===== src/hdl/ajpe_pkg.sv =====
`timescale 1ns / 1ps

package ajpe_pkg;

	localparam int IN_W   = 128;
	localparam int USER_W = 2;
	localparam int OUT_W  = 16;

	localparam int FRAME_BYTES = 12;
	localparam logic [3:0] FRAME_END = 4'(FRAME_BYTES);

	// item kinds
	localparam logic [1:0] MODE_READ  = 2'd0;
	localparam logic [1:0] MODE_WRITE = 2'd1;
	localparam logic [1:0] MODE_PAD   = 2'd2;

	// joy_mode values
	localparam logic [1:0] JOY_DIGITAL = 2'd0;
	localparam logic [1:0] JOY_ANALOG  = 2'd1;
	localparam logic [1:0] JOY_AUTO    = 2'd2;

	// configuration register indexes
	localparam logic [2:0] CFG_JOY_MODE    = 3'd0;
	localparam logic [2:0] CFG_OVL_ENABLE  = 3'd1;
	localparam logic [2:0] CFG_OVL_PORT    = 3'd2;
	localparam logic [2:0] CFG_PORT_ENABLE = 3'd3;
	localparam logic [2:0] CFG_IDLE_LIMIT  = 3'd4;
	localparam logic [2:0] CFG_DETECT_MIN  = 3'd5;
	localparam logic [2:0] CFG_START_DELAY = 3'd6;

	// handshake phases
	localparam logic [3:0] PH_DELAY  = 4'd0;
	localparam logic [3:0] PH_LEAD_A = 4'd1;
	localparam logic [3:0] PH_DATA_A = 4'd2;
	localparam logic [3:0] PH_TAIL_A = 4'd3;
	localparam logic [3:0] PH_LEAD_B = 4'd4;
	localparam logic [3:0] PH_DATA_B = 4'd5;
	localparam logic [3:0] PH_TAIL_B = 4'd6;
	localparam logic [3:0] PH_GAP    = 4'd7;

	localparam logic [7:0] ACK_BIT   = 8'h40;
	localparam logic [7:0] IDLE_BYTE = 8'hDF;
	localparam logic [7:0] SEL_ALL   = 8'hFF;

	// one row per port; frame sources are only used on port 0
	typedef struct packed {
		logic [7:0] sz;
		logic [7:0] sy;
		logic [7:0] sx;
		logic [7:0] btn;
		logic [7:0] pad_high;
		logic [7:0] pad_low;
		logic [7:0] sel;
	} ajpe_row_t;

	localparam int ROW_W = $bits(ajpe_row_t);

	localparam ajpe_row_t ROW_RESET = '{
		sz: 8'h7F, sy: 8'h7F, sx: 8'h7F, btn: 8'h00,
		pad_high: 8'hFF, pad_low: 8'hFF, sel: 8'h00
	};

	// (v + 32768) * 255 / 65535 equals biased / 257: take biased >> 8, step down once if over
	function automatic logic [7:0] scale_axis(input logic [15:0] v);
		logic [15:0] biased;
		logic [7:0]  q0;
		logic [16:0] prod;
		biased = v ^ 16'h8000;
		q0     = biased[15:8];
		prod   = {1'b0, q0, 8'h00} + {9'b0, q0};
		if (prod > {1'b0, biased}) begin
			return q0 - 8'd1;
		end
		return q0;
	endfunction

	function automatic logic [7:0] frame_byte(input logic [3:0] fi, input ajpe_row_t r);
		logic [7:0] b;
		b = 8'h00;
		case (fi)
			4'd0:    b = {4'h9, ~r.btn[7], ~r.btn[6], ~r.btn[5], ~r.btn[4]};
			4'd1:    b = {4'hB, ~r.btn[3:0]};
			4'd2:    b = {4'h9, r.sy[7:4]};
			4'd3:    b = {4'hB, r.sx[7:4]};
			4'd4:    b = {4'h9, r.sz[7:4]};
			4'd5:    b = 8'hBF;
			4'd6:    b = {4'h9, r.sy[3:0]};
			4'd7:    b = {4'hB, r.sx[3:0]};
			4'd8:    b = {4'h9, r.sz[3:0]};
			4'd9:    b = 8'hBF;
			4'd10:   b = {4'h9, ~r.btn[7], ~r.btn[6], 2'b11};
			4'd11:   b = 8'hBF;
			default: b = 8'h00;
		endcase
		return b;
	endfunction

endpackage


===== src/hdl/ajpe_ram.sv =====
`timescale 1ns / 1ps

module ajpe_ram #(
	parameter int WIDTH = 8,
	parameter int DEPTH = 2,
	localparam int AW = (DEPTH > 1) ? $clog2(DEPTH) : 1
) (
	input  logic             clk,
	input  logic             wr_en,
	input  logic [AW-1:0]    wr_addr,
	input  logic [WIDTH-1:0] wr_data,
	input  logic             rd_en,
	input  logic [AW-1:0]    rd_addr,
	output logic [WIDTH-1:0] rd_data
);

	logic [WIDTH-1:0] mem [DEPTH];

	always_ff @(posedge clk) begin
		if (wr_en) begin
			mem[wr_addr] <= wr_data;
		end
		if (rd_en) begin
			rd_data <= mem[rd_addr];
		end
	end

endmodule


===== src/hdl/analog_joystick_port_emulator_core.sv =====
`timescale 1ns / 1ps

// Two-port joystick interface with a digital mode and an analog handshake mode on
// port 0. Every input word (a port read, a port write, a pad update or an unused
// mode) gives exactly one result word (read byte in bits 7:0, analog flag in bit 8).
// One word is taken per cycle while the result side does not stall; the word is
// registered in stage 1 while the port's row (select latch, pad bytes, frame sources)
// is read from a 2-entry RAM, and the row is then updated and written back as the
// result is registered, with the last write forwarded to the next word. Only a stall
// on the result side holds the input. Per-row valid bits give the reset contents, so
// there is no clearing pass after reset. The config port is always ready.
module analog_joystick_port_emulator_core (
	input  logic                        clk,
	input  logic                        arst_n,
	input  logic                        s_tvalid,
	output logic                        s_tready,
	// mode
	input  logic [ajpe_pkg::USER_W-1:0] s_tuser,
	// port, write_data, now_us, pad_low, pad_high, axis_x, axis_y, axis_z,
	// analog_buttons, key_mask
	input  logic [ajpe_pkg::IN_W-1:0]   s_tdata,
	output logic                        m_tvalid,
	input  logic                        m_tready,
	// read_data, analog_active
	output logic [ajpe_pkg::OUT_W-1:0]  m_tdata,
	input  logic                        cfg_valid,
	output logic                        cfg_ready,
	input  logic [2:0]                  cfg_index,
	input  logic [15:0]                 cfg_data
);

	import ajpe_pkg::*;

	// configuration
	logic [1:0]  joy_mode_q;
	logic        ovl_en_q;
	logic        ovl_port_q;
	logic [1:0]  port_en_q;
	logic [9:0]  idle_limit_q;
	logic [9:0]  detect_min_q;
	logic [15:0] start_delay_q;

	// scalar state
	logic        an_q;
	logic [9:0]  rc_q;
	logic [3:0]  fi_q;
	logic [3:0]  ph_q;
	logic [31:0] edge_q;
	logic [7:0]  ovl_q;
	logic [1:0]  vld_q;
	logic        byp_valid_q;
	logic        byp_addr_q;
	ajpe_row_t   byp_row_q;

	// stage 1
	logic        v_s1;
	logic [1:0]  mode_s1;
	logic        port_s1;
	logic [7:0]  wdata_s1;
	logic [31:0] now_s1;
	logic [7:0]  pad_low_s1;
	logic [7:0]  pad_high_s1;
	logic [15:0] ax_s1;
	logic [15:0] ay_s1;
	logic [15:0] az_s1;
	logic [7:0]  btn_s1;
	logic [7:0]  key_s1;

	logic [OUT_W-1:0] m_tdata_q;
	logic             m_tvalid_q;

	logic             accept;
	logic             adv;
	logic [ROW_W-1:0] ram_rd;
	ajpe_row_t        row_rd;
	ajpe_row_t        row_wr;
	logic             wr_en;

	logic        an_d;
	logic [9:0]  rc_d;
	logic [3:0]  fi_d;
	logic [3:0]  ph_d;
	logic [31:0] edge_d;
	logic [7:0]  ovl_d;
	logic [7:0]  rd;
	logic [9:0]  rc_inc;
	logic [7:0]  fb;
	logic [31:0] dif;
	logic [7:0]  r0;
	logic [7:0]  r1;

	assign adv      = v_s1 && (!m_tvalid_q || m_tready);
	assign s_tready = !v_s1 || adv;
	assign accept   = s_tvalid && s_tready;
	assign cfg_ready = 1'b1;
	assign m_tvalid = m_tvalid_q;
	assign m_tdata  = m_tdata_q;

	ajpe_ram #(
		.WIDTH(ROW_W),
		.DEPTH(2)
	) u_row_ram (
		.clk    (clk),
		.wr_en  (adv && wr_en),
		.wr_addr(port_s1),
		.wr_data(row_wr),
		.rd_en  (accept),
		.rd_addr(s_tdata[0]),
		.rd_data(ram_rd)
	);

	// forward the latest write, else RAM, else reset contents
	always_comb begin
		if (byp_valid_q && byp_addr_q == port_s1) begin
			row_rd = byp_row_q;
		end else if (vld_q[port_s1]) begin
			row_rd = ajpe_row_t'(ram_rd);
		end else begin
			row_rd = ROW_RESET;
		end
	end

	always_comb begin
		an_d   = an_q;
		rc_d   = rc_q;
		fi_d   = fi_q;
		ph_d   = ph_q;
		edge_d = edge_q;
		ovl_d  = ovl_q;
		row_wr = row_rd;
		wr_en  = 1'b0;
		rd     = 8'h00;
		rc_inc = (rc_q < idle_limit_q) ? rc_q + 10'd1 : rc_q;
		fb     = frame_byte(fi_q, row_rd);
		dif    = (now_s1 >= edge_q) ? now_s1 - edge_q : now_s1 - edge_q - 32'd1;
		r0     = port_en_q[port_s1] ? row_rd.pad_low : 8'hFF;
		r1     = port_en_q[port_s1] ? row_rd.pad_high : 8'hFF;
		if (ovl_en_q && ovl_port_q == port_s1) begin
			r0 = r0 ^ ovl_q;
		end
		case (mode_s1)
			MODE_READ: begin
				if (!port_s1) begin
					case (joy_mode_q)
						JOY_DIGITAL: an_d = 1'b0;
						JOY_ANALOG:  an_d = 1'b1;
						JOY_AUTO: begin
							rc_d = rc_inc;
							if (rc_inc >= idle_limit_q) begin
								an_d = 1'b0;
							end
						end
						default: ;
					endcase
				end
				if (!port_s1 && an_d) begin
					rd = IDLE_BYTE;
					case (ph_q) inside
						PH_DELAY: begin
							if (dif > {16'h0000, start_delay_q}) begin
								ph_d = PH_LEAD_A;
							end
						end
						PH_LEAD_A, PH_LEAD_B: begin
							rd   = fb | ACK_BIT;
							ph_d = ph_q + 4'd1;
						end
						PH_DATA_A, PH_DATA_B, PH_GAP: begin
							rd   = fb;
							ph_d = ph_q + 4'd1;
						end
						PH_TAIL_A, PH_TAIL_B: begin
							rd   = fb | ACK_BIT;
							ph_d = ph_q + 4'd1;
							fi_d = fi_q + 4'd1;
						end
						default: begin
							if (fi_q < FRAME_END) begin
								rd   = fb;
								ph_d = PH_LEAD_A;
							end
						end
					endcase
				end else begin
					rd = (~row_rd.sel & r0) | (row_rd.sel & r1);
				end
			end
			MODE_WRITE: begin
				if (!port_s1 && row_rd.sel == SEL_ALL && wdata_s1 == 8'h00) begin
					an_d   = rc_q > detect_min_q;
					rc_d   = 10'd0;
					fi_d   = 4'd0;
					ph_d   = PH_DELAY;
					edge_d = now_s1;
				end
				row_wr.sel = wdata_s1;
				wr_en      = 1'b1;
			end
			MODE_PAD: begin
				row_wr.pad_low  = pad_low_s1;
				row_wr.pad_high = pad_high_s1;
				ovl_d           = key_s1;
				if (!port_s1) begin
					row_wr.btn = btn_s1;
					row_wr.sx  = scale_axis(ax_s1);
					row_wr.sy  = scale_axis(ay_s1);
					row_wr.sz  = scale_axis(az_s1);
				end
				wr_en = 1'b1;
			end
			default: ;
		endcase
	end

	always_ff @(posedge clk or negedge arst_n) begin
		if (!arst_n) begin
			joy_mode_q    <= JOY_DIGITAL;
			ovl_en_q      <= 1'b0;
			ovl_port_q    <= 1'b0;
			port_en_q     <= 2'd1;
			idle_limit_q  <= 10'd1000;
			detect_min_q  <= 10'd300;
			start_delay_q <= 16'd40;
		end else if (cfg_valid && cfg_ready) begin
			case (cfg_index)
				CFG_JOY_MODE:    joy_mode_q    <= cfg_data[1:0];
				CFG_OVL_ENABLE:  ovl_en_q      <= cfg_data[0];
				CFG_OVL_PORT:    ovl_port_q    <= cfg_data[0];
				CFG_PORT_ENABLE: port_en_q     <= cfg_data[1:0];
				CFG_IDLE_LIMIT:  idle_limit_q  <= cfg_data[9:0];
				CFG_DETECT_MIN:  detect_min_q  <= cfg_data[9:0];
				CFG_START_DELAY: start_delay_q <= cfg_data;
				default: ;
			endcase
		end
	end

	always_ff @(posedge clk or negedge arst_n) begin
		if (!arst_n) begin
			v_s1        <= 1'b0;
			m_tvalid_q  <= 1'b0;
			an_q        <= 1'b0;
			rc_q        <= 10'd0;
			fi_q        <= 4'd0;
			ph_q        <= PH_DELAY;
			edge_q      <= 32'd0;
			ovl_q       <= 8'h00;
			vld_q       <= 2'b00;
			byp_valid_q <= 1'b0;
		end else begin
			if (accept) begin
				v_s1 <= 1'b1;
			end else if (adv) begin
				v_s1 <= 1'b0;
			end
			if (adv) begin
				m_tvalid_q <= 1'b1;
			end else if (m_tready) begin
				m_tvalid_q <= 1'b0;
			end
			if (adv) begin
				an_q   <= an_d;
				rc_q   <= rc_d;
				fi_q   <= fi_d;
				ph_q   <= ph_d;
				edge_q <= edge_d;
				ovl_q  <= ovl_d;
				if (wr_en) begin
					vld_q[port_s1] <= 1'b1;
					byp_valid_q    <= 1'b1;
				end
			end
		end
	end

	always_ff @(posedge clk) begin
		if (accept) begin
			mode_s1     <= s_tuser;
			port_s1     <= s_tdata[0];
			wdata_s1    <= s_tdata[8:1];
			now_s1      <= s_tdata[40:9];
			pad_low_s1  <= s_tdata[48:41];
			pad_high_s1 <= s_tdata[56:49];
			ax_s1       <= s_tdata[72:57];
			ay_s1       <= s_tdata[88:73];
			az_s1       <= s_tdata[104:89];
			btn_s1      <= s_tdata[112:105];
			key_s1      <= s_tdata[120:113];
		end
		if (adv) begin
			m_tdata_q <= {7'b0, an_d, rd};
			if (wr_en) begin
				byp_addr_q <= port_s1;
				byp_row_q  <= row_wr;
			end
		end
	end

endmodule


===== config.mk =====
export PLATFORM = sky130hd
export DESIGN_NAME = analog_joystick_port_emulator_core
export DESIGN_NICKNAME = d
export VERILOG_FILES = /design/src/hdl/ajpe_pkg.sv /design/src/hdl/ajpe_ram.sv /design/src/hdl/analog_joystick_port_emulator_core.sv
export SDC_FILE = /design/constraint.sdc
export NUM_CORES = 1
export LEC_CHECK = 0
export BUFFER_PORTS_ARGS = -buffer_cell sky130_fd_sc_hd__buf_4
export CAP_MARGIN = 40
export CORE_MARGIN = 10
export CORE_UTILIZATION = 50
export CTS_CLUSTER_SIZE = 30
export DETAILED_ROUTE_END_ITERATION = 8
export HOLD_SLACK_MARGIN = 0.1
export PLACE_DENSITY_LB_ADDON = 0.2
export SLEW_MARGIN = 15
export SYNTH_ARGS = -nofsm -noshare
export SYNTH_HDL_FRONTEND = slang
export SYNTH_SLANG_ARGS = --single-unit

===== constraint.sdc =====
create_clock -name clk -period 10.1 [get_ports clk]
set_clock_uncertainty 0.15 [all_clocks]
set_input_delay 1.01 -clock clk [delete_from_list [all_inputs] [get_ports clk]]
set_output_delay 1.01 -clock clk [all_outputs]
set_load 0.02 [all_outputs]

# After elaboration in Yosys (flattened, before gate mapping)
# Memories as Yosys holds them, arrays and structs flattened. A register that Yosys moved wholly into a read port is not among the register bits.
# Cells that the tools add are included.
[word_totals] input_bits=154 ff_bits=295 elab_cells=227 memories=1 mem_bits_rw=112
[op_classes] magnitude_cmp=11 reduce_logical=41 n_mux=70 eq_ne=41 bitwise_logic=14 addsub=11
[memory_table] memory="u_row_ram.mem" words=2 word_bits=56 rd=1 rd_clocked_by_memory_dff=1 wr=1 line_no="ajpe_ram.sv:17" rtl="logic [WIDTH-1:0] mem [DEPTH];"
[ops] op="$mux W8" count=16
[ops] op="$mux W56" count=2
[ops] op="$pmux W8 S10" count=1
[ops] op="$mux W32" count=2
[ops] op="$mux W4" count=13
[ops] op="$add A16 B8 Y17" count=3
[ops] op="$gt A17 B16 Y1" count=3
[ops] op="$mux W48" count=1
[ops] op="$mux W10" count=4
[ops] op="$eq A4 B3 Y1 const B" count=8
[ops] op="$ge A32 B32 Y1" count=1
[ops] op="$gt A32 B16 Y1" count=1
[ops] op="$sub A32 B1 Y32 const B" count=1
[ops] op="$sub A32 B32 Y32" count=1
[ops] op="$mux W1" count=25
[ops] op="$sub A8 B1 Y8 const B" count=3
[ops] op="$pmux W10 S2" count=1
[ops] op="$reduce_and A2 Y1" count=9
[ops] op="$and A8 B8 Y8" count=2
[ops] op="$eq A4 B2 Y1 const B" count=4
[ops] op="$eq A4 B4 Y1 const B" count=4
[ops] op="$pmux W4 S2" count=2
[ops] op="$ne A2 B2 Y1 const B" count=6
[ops] op="$add A10 B1 Y10 const B" count=1
[ops] op="other kinds (41)" count=74

# Depth between registers and ports, before layout
[depth] depth_word=12 mapped_depth=25

# Modules after synthesis
# A second synthesis with hierarchy kept.
[unflattened] cells_unflattened=2002 hier_area_um2=23640.2
[modules_own_cells] module="analog_joystick_port_emulator_core" instances=1 seq_area_each_um2=8344.3 cells_per_inst=1770 area_per_inst_um2=17740.8
[modules_own_cells] module="ajpe_ram" instances=1 seq_area_each_um2=5044.8 cells_per_inst=232 area_per_inst_um2=5899.4

# Worst setup path after synthesis
# OpenSTA, ideal clock, no wires.
[synth_timing] path_type="input to register" startpoint="input m_tready" endpoint="register ax_s1[0] (enable)" stages=2 n_path_buf=0 t_required_ns=9.390 t_arrival_ns=5.395 slack_ns=3.995 cell_sequence="nand3b_1 and2_1"
[synth_between] elab_chain_len=4
[synth_rtl] item="from (decl)" line_no="analog_joystick_port_emulator_core.sv:23" rtl="input logic m_tready,"
[synth_rtl] item="$logic_or A1 B1 Y1" line_no="analog_joystick_port_emulator_core.sv:92" rtl="assign adv = v_s1 && (!m_tvalid_q || m_tready);"
[synth_rtl] item="$logic_and A1 B1 Y1" line_no="analog_joystick_port_emulator_core.sv:92"
[synth_rtl] item="$logic_or A1 B1 Y1" line_no="analog_joystick_port_emulator_core.sv:93" rtl="assign s_tready = !v_s1 || adv;"
[synth_rtl] item="$logic_and A1 B1 Y1" line_no="analog_joystick_port_emulator_core.sv:94" rtl="assign accept = s_tvalid && s_tready;"
[synth_rtl] item="net accept" line_no="analog_joystick_port_emulator_core.sv:72" rtl="logic accept;"
[synth_rtl] item="to (signal assigned)" line_no="analog_joystick_port_emulator_core.sv:284" rtl="ax_s1 <= s_tdata[72:57];"
[synth_rtl] item="to (decl)" line_no="analog_joystick_port_emulator_core.sv:63" rtl="logic [15:0] ax_s1;"
# The timed path passes the listed nets, and every way through them passes these cells.
# A chain may end at the register's enable or synchronous reset.

# Worst setup path in the final report
[layout_timing] startpoint="register now_s1[18]" endpoint="register ph_q[0]"
[layout_between] elab_chain_len=6 word_cells_on_any_way=7
[layout_rtl] item="from (decl)" line_no="analog_joystick_port_emulator_core.sv:60" rtl="logic [31:0] now_s1;"
[layout_rtl] item="from (signal assigned)" line_no="analog_joystick_port_emulator_core.sv:281" rtl="now_s1 <= s_tdata[40:9];"
[layout_rtl] item="$sub A32 B32 Y32" line_no="analog_joystick_port_emulator_core.sv:135" rtl="dif = (now_s1 >= edge_q) ? now_s1 - edge_q : now_s1 - edge_q - 32'd1;"
[layout_rtl] item="$sub A32 B1 Y32" line_no="analog_joystick_port_emulator_core.sv:135"
[layout_rtl] item="$mux W32 *" line_no="analog_joystick_port_emulator_core.sv:135"
[layout_rtl] item="$gt A32 B16 Y1 *" line_no="analog_joystick_port_emulator_core.sv:160" rtl="if (dif > {16'h0000, start_delay_q}) begin"
[layout_rtl] item="$ne A3 B3 Y1 (no line) *"
[layout_rtl] item="$reduce_and A6 Y1 (no line) *"
[layout_rtl] item="to (signal assigned)" line_no="analog_joystick_port_emulator_core.sv:265" rtl="ph_q <= ph_d;"
[layout_rtl] item="to (decl)" line_no="analog_joystick_port_emulator_core.sv:47" rtl="logic [3:0] ph_q;"
# Every way passes the cells marked *; elsewhere a longest branch is shown, timed or not.

==> impl_results.md <==
* Worst-path maximum fanout at 12
* Commonest cells after routing, fill and taps aside: 357 x edfxtp_1, 193 x nand2_1, 171 x buf_4
* Slew headroom at about 45%
* Main combinational cell family by area after synthesis: compound AO/OA/AOI/OAI gates
* VDD IR max at about 140 uV
* Yosys reg bits at 463
* CP endpoint kind: register
* Total grt overflow at 0
* Final worst path period share at between 60% and 70%
* Max frequency at roughly 160 MHz
* FF/Latch Area at around 13000 um2
* TritonCTS sink count at around 460
* Max-cap viol count at 0
* Synth Warn # at 0
* Total Power at around 5 mW
* Vias per std cell at 5.66
* Final Hold Vio Count at 0
* Initial DRC Count at 1152
* Post-DP HPWL at around 37 mm
* CTS H-tree depth at 2
* Count of input and output buffers at roughly 160
* Root Driver: clkbuf_16
* Mux cell area share after synthesis at roughly 6.0%
* Crit Reg-Reg Endpoint: ph_q[0]
* Layout cells sized above 1 at about a fifth
* Hold_ws at a little over 0.2 ns
* Status: finished clean
* WP data required at between 10 and 15 ns
* Post-synthesis cell type count at 105
* Clock Pin Slew Worst Setup and Hold Paths at ~0.06 ns
* Fin Setup TNS at 0 ns
* Cts repair resizes at 0
* Startpoint types: register
* Worst skew pair latency at approximately 0.6 ns
* Max Root-Sink Buffers at 3
* GRT Total Usage at approximately a fifth
* Vias post-DR at ~16k
* Nets at approximately 2.4k
* Critical Path Source: now_s1[18]
* Adder-cell share of the synthesized area at under 10%
* Count of final setup violators at 0
* Worst slew pin tran at a little over 0.8 ns
* Crit Path Class: reg -> reg
* CP arrival at around 6.4 ns
* Reg2reg start: now_s1[18]
* Antenna Violating Nets Remaining at 0
* Ports at roughly 170
* Core area at around 46000 um2
* EDFF count, synth at roughly 360
* Post-Synth Simple-Gate Area at 11.2%
* First-pass GRT wire length at between 80 and 90 mm
* XOR/XNOR share of the synthesized area at 2.91%
* Cts bufs inserted at 50
* Multi-input logic area at 9220 um2
* DRC Markers at 0
* Routed wire length at ~54 mm
* Initial antenna violation count at 0
* Post-CTS Setup Bufs at 0
* Mapped Avg Cell Area at 11.9 um2
* 1st-pass router iterations at 5
* RePlAce Congestion at between 0.8 and 0.9
* R2R depth at 22
* Chip Width at 237 um
* Synth area leader: edfxtp_1
* Hold Buf Count CTS at 0
* Synth top area share at between 40 and 50%
* Syn Inst Count at just under 2k
* Post-synth ARST share at between 20% and 30%
* Fillers at 3894
* DR WL/cell at 19.4 um
* Max-slew violations at 0
* Top_reg_cell synth: edfxtp_1
* Largest net degree at the start of global routing at 64
* Area Overhead vs Synth at 14.2%
* Flop2flop setup slack at between 4 and 5 ns
* Vias in the first global route at around 16k
* Seq/Total Area, Yosys at 57.0%
* Compound-Gate Fraction of Synth Area at between 10% and 20%
* Placed Instances at roughly 2.7k
* Starting density of the core at slightly above 50%
* Die area at between 50000 and 60000 um2
* Final Non-Filler Cells at 2761
* CTS tree: built
* # diodes at 0
* Site row count at around 80
* Static leakage at between 10 and 15 nW
* Hold Path Class: in -> async
* Leading cell type in the layout, fill and taps excluded: edfxtp_1
* PD cells at about 190 nW/um2
* Period minus WS final at roughly 6.1 ns
* Die Ht at roughly 240 um
* Mapped Area at between 20000 and 25000 um2
* RSZ-0062 raised after global routing: no
* Synth area leaders: edfxtp_1 46%, dfrtp_1 9.9%, ha_1 6.2%, mux2_2 5.3%, o21ai_0 3.3%
per-layer routing:
| layer | track usage (%) | share of wire [%] | vias up |
|---|---|---|---|
| met5 | 0 | 0 | - |
| met4 | 6.33 | 2.7 | 0 |
| met3 | 2.67 | 4.3 | 90 |
| met2 | 31.8 | 49 | 364 |
| met1 | 24.1 | 44 | 7614 |
| li1 | - | - | 7560 |
kinds of logic after synthesis:
| kind of cell | count (synthesis) |
|---|---|
| AOI/OAI and AO/OA | 453 |
| adders and majority gates | 118 |
| and+or+nand+nor | 515 |
| other | 2 |
| muxes | 126 |
| DFF | 463 |
| xor gates and xnor gates | 78 |
| buffers and inverters | 219 |
cell type report:
type	count	area share [%]
repair buffers	178	5.36
clock inverters	26	0.779
clock buffers	67	5.02
inverters	122	1.71
flip-flops and latches	463	49.9
well taps	607	2.83
multi-input cells	1298	34.4
state kept, by name, indices dropped and copies added, names as in the netlist, 9 cells and up:
name / count
u_row_ram.mem: 112
rc_q: 10
u_row_ram.rd_data: 56
ax_s1: 16
idle_limit_q: 10
edge_q: 32
detect_min_q: 10
byp_row_q: 56
m_tdata: 9
ay_s1: 16
now_s1: 32
az_s1: 16
start_delay_q: 16
synthesized netlist by cell type (5+ instances only):
cell type,number
and4_1,8
buf_6,7
o31a_1,5
buf_2,11
nor2b_1,15
ha_1,117
buf_4,11
a21oi_1,87
xnor2_1,44
or3_1,39
buf_1,5
nor3_1,24
a31oi_1,6
o22ai_1,12
o21a_1,33
o21ai_1,7
dfrtp_1,93
nand2b_1,12
o211ai_1,19
nand4_1,27
edfxtp_1,357
a2111oi_0,6
inv_1,121
or2_2,5
or4_1,6
a21oi_2,5
xor2_1,34
and2_1,11
mux2i_1,16
nand2_1,194
a211oi_1,15
nand3b_1,7
o2111ai_1,6
nor2_1,81
mux2_2,110
and3_1,16
a221oi_1,5
o21ai_0,157
nand3_1,27
nor3b_1,5
clkbuf_1,62
a21o_1,25
nor4_1,11
a21o_2,5
dfstp_2,13
worst max-delay path, stage by stage, from the launching register on:
cell	delay, ns
edfxtp_1	0.41
ha_1	0.53
nand4_2	0.15
or3_4	0.35
or2_0	0.21
o211a_1	0.22
a2111oi_0	0.66
nor2_1	0.28
nor2_1	0.15
a21oi_1	0.06
ha_1	0.31
nor2b_1	0.13
o21a_1	0.16
o21a_1	0.16
o21a_1	0.16
o21ai_0	0.16
a2111oi_0	0.11
o21ai_0	0.26
or4b_4	0.52
nor4b_4	0.27
o211ai_2	0.18
o31a_1	0.16
o311ai_2	0.22
where the power goes:
part / switching, mW / internal [mW] / leakage, nW / total (mW)
clock network: 0.757 / 0.968 / 0.757 / 1.72
registers: 0.0913 / 2.28 / 4.49 / 2.37
logic: 0.544 / 0.379 / 5.24 / 0.923
total: 1.39 / 3.63 / 10.5 / 5.02
stage by stage:
step                      cell area, um2  util, %  setup slack (ns)
after floorplan                    23500        -              4.00
after global placement             25100     54.0              3.99
after detailed placement           25200     54.3              3.97
after CTS                          26800     57.7              3.94
after global routing               26800     57.7              3.65
final                              26800     57.7              4.02
worst max path at each step:
stage | to | slack, ns | depth (start not counted)
6_report | ph_q[0] | 4.02 | 22
5_1_grt | ph_q[0] | 3.65 | 21
4_1_cts | ph_q[0] | 3.94 | 22
3_5_place_dp | ph_q[0] | 3.97 | 23
3_3_place_gp | ph_q[0] | 3.99 | 22
2_1_floorplan | ax_s1[0] | 4.00 | 2
Note: power is estimated with default switching activity, not from simulation.
